--- src/sv/nnbd_pkg.sv ---
// Shared types and constants of the nearest-neighbor box downscaler.
// No dependencies; imported by nnbd_div and the top level (nnbd_ram needs none).
`timescale 1ns / 1ps
`default_nettype none

package nnbd_pkg;

    // Image and store geometry
    localparam int BOX_SIDE    = 120;
    localparam int STORE_DEPTH = 65536;
    localparam int ADDR_W      = $clog2(STORE_DEPTH);
    localparam int LOAD_W      = $clog2(STORE_DEPTH + 1);

    // Field widths
    localparam int SIDE_W = 10;   // source side
    localparam int OUT_W  = 8;    // reduced side and position
    localparam int PIX_W  = 16;   // RGB565
    localparam int IDX_W  = 20;   // source index, up to 1023 * 1023
    localparam int ACC_W  = 9;    // error accumulator sum, below 2 * 255

    // Setup divider
    localparam int DIV_NUM_W = 18;  // 1023 * 255 fits
    localparam int DIV_DEN_W = 10;
    localparam int DIV_CNT_W = $clog2(DIV_NUM_W);

    // Register indexes
    localparam int CFG_IDX_W = 1;
    localparam logic [CFG_IDX_W-1:0] REG_SOURCE_WIDTH  = 1'd0;
    localparam logic [CFG_IDX_W-1:0] REG_SOURCE_HEIGHT = 1'd1;

    // Request modes
    localparam logic MODE_STORE = 1'b0;
    localparam logic MODE_FETCH = 1'b1;

    typedef struct packed {
        logic             mode;
        logic [PIX_W-1:0] source_pixel;
    } request_t;

    typedef struct packed {
        logic [PIX_W-1:0] out_pixel;
        logic [OUT_W-1:0] out_col;
        logic [OUT_W-1:0] out_row;
        logic [OUT_W-1:0] out_width;
        logic [OUT_W-1:0] out_height;
        logic             last_pixel;
        logic             load_overflow;
    } result_t;

endpackage

`default_nettype wire

--- src/sv/nnbd_div.sv ---
// Restoring divider, one quotient bit per cycle, used while sizes are set up.
// Depends on nnbd_pkg.
`timescale 1ns / 1ps
`default_nettype none

module nnbd_div (
    input  wire logic                           clk,
    input  wire logic                           rst_n,
    input  wire logic                           start,
    input  wire logic [nnbd_pkg::DIV_NUM_W-1:0] num,
    input  wire logic [nnbd_pkg::DIV_DEN_W-1:0] den,
    output logic      [nnbd_pkg::DIV_NUM_W-1:0] quo,
    output logic      [nnbd_pkg::DIV_DEN_W-1:0] rem,
    output logic                                done
);

    import nnbd_pkg::*;

    logic [DIV_NUM_W-1:0] quo_reg, quo_next;
    logic [DIV_DEN_W-1:0] rem_reg, rem_next;
    logic [DIV_DEN_W-1:0] den_reg;
    logic [DIV_CNT_W-1:0] cnt_reg;
    logic                 run_reg;
    logic                 done_reg;
    logic [DIV_DEN_W:0]   rem_sh;
    logic [DIV_DEN_W:0]   rem_sub;
    logic                 ge;

    // shift in the next dividend bit, subtract when it fits
    always_comb
    begin
        rem_sh   = {rem_reg, quo_reg[DIV_NUM_W-1]};
        ge       = rem_sh >= {1'b0, den_reg};
        rem_sub  = rem_sh - {1'b0, den_reg};
        rem_next = ge ? rem_sub[DIV_DEN_W-1:0] : rem_sh[DIV_DEN_W-1:0];
        quo_next = {quo_reg[DIV_NUM_W-2:0], ge};
    end

    always_ff @(posedge clk or negedge rst_n)
    begin
        if (!rst_n)
        begin
            run_reg  <= 1'b0;
            done_reg <= 1'b0;
            cnt_reg  <= '0;
        end
        else if (start)
        begin
            run_reg  <= 1'b1;
            done_reg <= 1'b0;
            cnt_reg  <= '0;
        end
        else if (run_reg)
        begin
            cnt_reg <= cnt_reg + DIV_CNT_W'(1);
            if (cnt_reg == DIV_CNT_W'(DIV_NUM_W - 1))
            begin
                run_reg  <= 1'b0;
                done_reg <= 1'b1;
            end
        end
        else
        begin
            done_reg <= 1'b0;
        end
    end

    always_ff @(posedge clk)
    begin
        if (start)
        begin
            quo_reg <= num;
            rem_reg <= '0;
            den_reg <= den;
        end
        else if (run_reg)
        begin
            quo_reg <= quo_next;
            rem_reg <= rem_next;
        end
    end

    assign quo  = quo_reg;
    assign rem  = rem_reg;
    assign done = done_reg;

endmodule

`default_nettype wire

--- config.mk ---
export PLATFORM = sky130hd
export DESIGN_NAME = nnbd_div
export DESIGN_NICKNAME = d
export VERILOG_FILES = /design/src/sv/nnbd_pkg.sv /design/src/sv/nnbd_div.sv
export SDC_FILE = /design/constraint.sdc
export NUM_CORES = 1
export LEC_CHECK = 0
export CORE_MARGIN = 2
export CORE_UTILIZATION = 50
export CTS_CLUSTER_DIAMETER = 40
export DETAILED_ROUTE_END_ITERATION = 12
export DONT_BUFFER_PORTS = 1
export GPL_ROUTABILITY_DRIVEN = 0
export PLACE_DENSITY = 0.75
export SYNTH_ARGS = -nofsm -noshare
export SYNTH_HDL_FRONTEND = slang
export SYNTH_SLANG_ARGS = --single-unit
--- constraint.sdc ---
create_clock -name clk -period 3.2 [get_ports clk]
set_clock_uncertainty 0.15 [all_clocks]
set_input_delay 0.32 -clock clk [delete_from_list [all_inputs] [get_ports clk]]
set_output_delay 0.32 -clock clk [all_outputs]
set_load 0.005 [all_outputs]
==> run_results.csv <==
group,metric,value,unit
outcome,outcome,"finished, final reports clean",
pwr,pwr-share-clk,29.9,%
global_routing,grt_pass1_vias,1486,
clocking,cts_tree,"built",
clocking,postCtsSetupRepairBufs,0,
critical_path,cp.required,3270,ps
clocking,cts_resized,0,
synthesis,yosysTopAreaCell,"edfxtp_1",
die,die_h,72.45,um
pwr,vdd_drop_max,0.0003428,V
pwr,p_comb_share,12.5,%
clocking,cts_sinks,45,
timing,min_period,2611,ps
pwr,leakage,1.023,nW
timing,setup_violations,0,
timing,finalMaxSlewViolations,0,
critical_path,start_kind,"register",
critical_path,crit_path_end_kind,"register",
die,rows,24,
pwr,seqPwrFrac,57.6,%
synthesis,synthDistinctLibCells,43,
synthesis,synth-warning-count,0,
clocking,cts_max_path_buffers,2,
die,die_w,72.45,um
detailed_routing,viasPerCell,5.633,
finish,syn_to_final_growth,11.11,%
clocking,cts_buffers,5,
pwr,p_sw_share,23.92,%
detailed_routing,wl_met2,2216,um
pwr,net-switching-power,0.2881,mW
timing,max_freq,383.0,MHz
synthesis,synthCells,200,
timing,rsz0062_at_grt,"no",
flow_run,drv_cap,0,
die,die_area,0.005248,mm^2
place,dp_hpwl,3070,um
critical_path,path_class,"reg2reg",
synthesis,ys.flop_type,"edfxtp_1",
global_routing,grt_usage,19.42,%
detailed_routing,drtIter0Drc,110,
detailed_routing,firstDrtPassIters,4,
place,pre_cts_slack,647.7,ps
min_path,hp-class,"in2reg",
detailed_routing,routed.top_layer,"met4",
critical_path,arrival,2680,ps
synthesis,synth_nets,244,
synthesis,yosysSeqAreaShare,51.92,%
timing,hold-worst-slack,40.62,ps
synthesis,syn_area,0.002342,mm^2
synthesis,synth_seq_cells,45,
detailed_routing,drc,0,
place,port_buffers,0,
global_routing,grt_max_degree,25,
critical_path,path_max_fanout,10,
timing,relSlewSlack,34.02,%
finish,largest_reg_flops,18,
die,core_area,0.004444,mm^2
synthesis,syn-mean-instance-area,11.71,um^2
detailed_routing,drt_wl_total,4620,um
die,pin_count,60,
detailed_routing,avgRoutedWirePerCell,17.30,um
timing,layout_setup_ws,588.7,ps
global_routing,gr-total-overflow,0,
global_routing,grt_pass1_wl,7562,um
die,initial_utilization,52.70,%
synthesis,synth_top_cell_area_share,35.90,%
detailed_routing,via_count,1504,
finish,layout.nets,258,
finish,post-route-util,58.56,%
synthesis,synth-edff-count,28,
timing,hold_violations,0,
detailed_routing,met1_length,2062,um
pwr,p_int,0.9160,mW
synthesis,yosys-top-cells-area,"edfxtp_1, mux2_2, dfxtp_1",
clocking,root_buffer,"clkbuf_8",
clocking,htree_levels,2,
clocking,clk_pin_slew_worst_paths,80,ps
synthesis,ys_async_sr_fraction,15.56,%
min_path,holdPathStages,1,
global_routing,antenna_found_initial,0,
finish,antennaDiodeCount,0,
timing,worst_slew_pin_slew,986.4,ps
clocking,postCtsHoldBufs,12,
finish,drive_gt1_share,15.81,%
timing,fin_crit_sh,81.60,%
clocking,clock_latency,300,ps
critical_path,reg2reg_depth,8,
detailed_routing,antenna_left,0,
timing,tns,0,ps
pwr,pwr_density_cell,462.7,mW/mm^2
detailed_routing,route.met3.wl,275,um
-- layout make-up --
class / instances / area (um^2)
Fill cell: 358 / 1842
Sequential cell: 45 / 1216
Multi-Input combinational cell: 132 / 1032
Timing Repair Buffer: 14 / 135.1
Clock buffer: 7 / 86.33
Tap cell: 52 / 65.06
Inverter: 16 / 60.06
Clock inverter: 1 / 7.507
-- final timing paths --
check / from / slack (ps) / endpoint
max reg2reg: rem[5] / 590 / rem[8]
min reg2reg: done / 390 / done
max in group asynchronous: rst_n / 2460 / run_reg
min: start / 40 / rem[8]
min in group asynchronous: rst_n / 200 / cnt_reg[2]
max: rem[5] / 590 / rem[8]
-- worst max-delay path, stage by stage, from the launching register on --
cell and delay [ps]:
dfxtp_1 360, ha_1 350, a21oi_1 290, nand2_1 120, o21ai_1 330, a31oi_2 190, buf_4 230, or3_2 450
o221ai_1 80
-- per-layer routing --
metal / track usage [%] / up-vias
li1: - / 752
met1: 24.37 / 707
met2: 30.58 / 41
met3: 6.667 / 4
met4: 8.436 / 0
met5: 0 / -
-- power groups by stage --
stage / Combinational (mW) / Clock (mW) / Sequential (mW)
2_1_floorplan: 0.117 / 0 / 0.698
3_3_place_gp: 0.126 / 0 / 0.706
3_5_place_dp: 0.130 / 0 / 0.708
4_1_cts: 0.150 / 0.374 / 0.695
5_1_grt: 0.167 / 0.394 / 0.700
6_report: 0.150 / 0.360 / 0.693
-- stage by stage --
| stage | cells | instance area [um^2] | power, mW |
|---|---|---|---|
| global route | 267 | 2603 | 1.261 |
| floorplan | 200 | 2342 | 0.8149 |
| finish | 267 | 2603 | 1.204 |
| detailed placement | 247 | 2389 | 0.8374 |
| CTS | 267 | 2603 | 1.218 |
| global placement | 247 | 2389 | 0.8319 |
-- Yosys cell counts, types with 2 or more instances --
library cell / n
dfxtp_1: 10
nand2_1: 11
ha_1: 12
a211oi_2: 2
edfxtp_1: 28
inv_1: 16
nor2_1: 17
a21o_1: 2
a211oi_1: 6
o21ai_0: 6
xnor2_1: 6
mux2i_1: 6
nand4_1: 2
xor2_1: 4
nand3_1: 5
clkbuf_1: 6
nand2b_1: 5
mux2_2: 19
dfrtp_1: 7
a21oi_1: 7
-- logic make-up after synthesis --
family	count (synthesis)	share of synthesized area, %
and+or+nand+nor	48	9.936
adders and majority gates	13	7.265
buffers and inverters	23	4.006
muxes	25	11.70
xor gates and xnor gates	10	3.739
DFF	45	51.92
AOI/OAI and AO/OA	36	11.43
-- layout by cell type, fill, tap and decap left out, types with 2 or more instances in the layout --
cell type      netlist  routed
a211oi_1             6       6
a211oi_2             2       2
a21o_1               2       2
a21oi_1              7       7
buf_4                0       2
clkbuf_8             0       6
dfrtp_1              7       7
dfxtp_1             10      10
dlygate4sd3_1        0      12
edfxtp_1            28      28
ha_1                12      12
inv_1               16      16
mux2_2              19      19
mux2i_1              6       6
nand2_1             11      11
nand2b_1             5       5
nand3_1              5       5
nand4_1              2       2
nor2_1              17      17
o21ai_0              6       6
xnor2_1              6       6
xor2_1               4       4
Power figures use the tool's default switching activity.
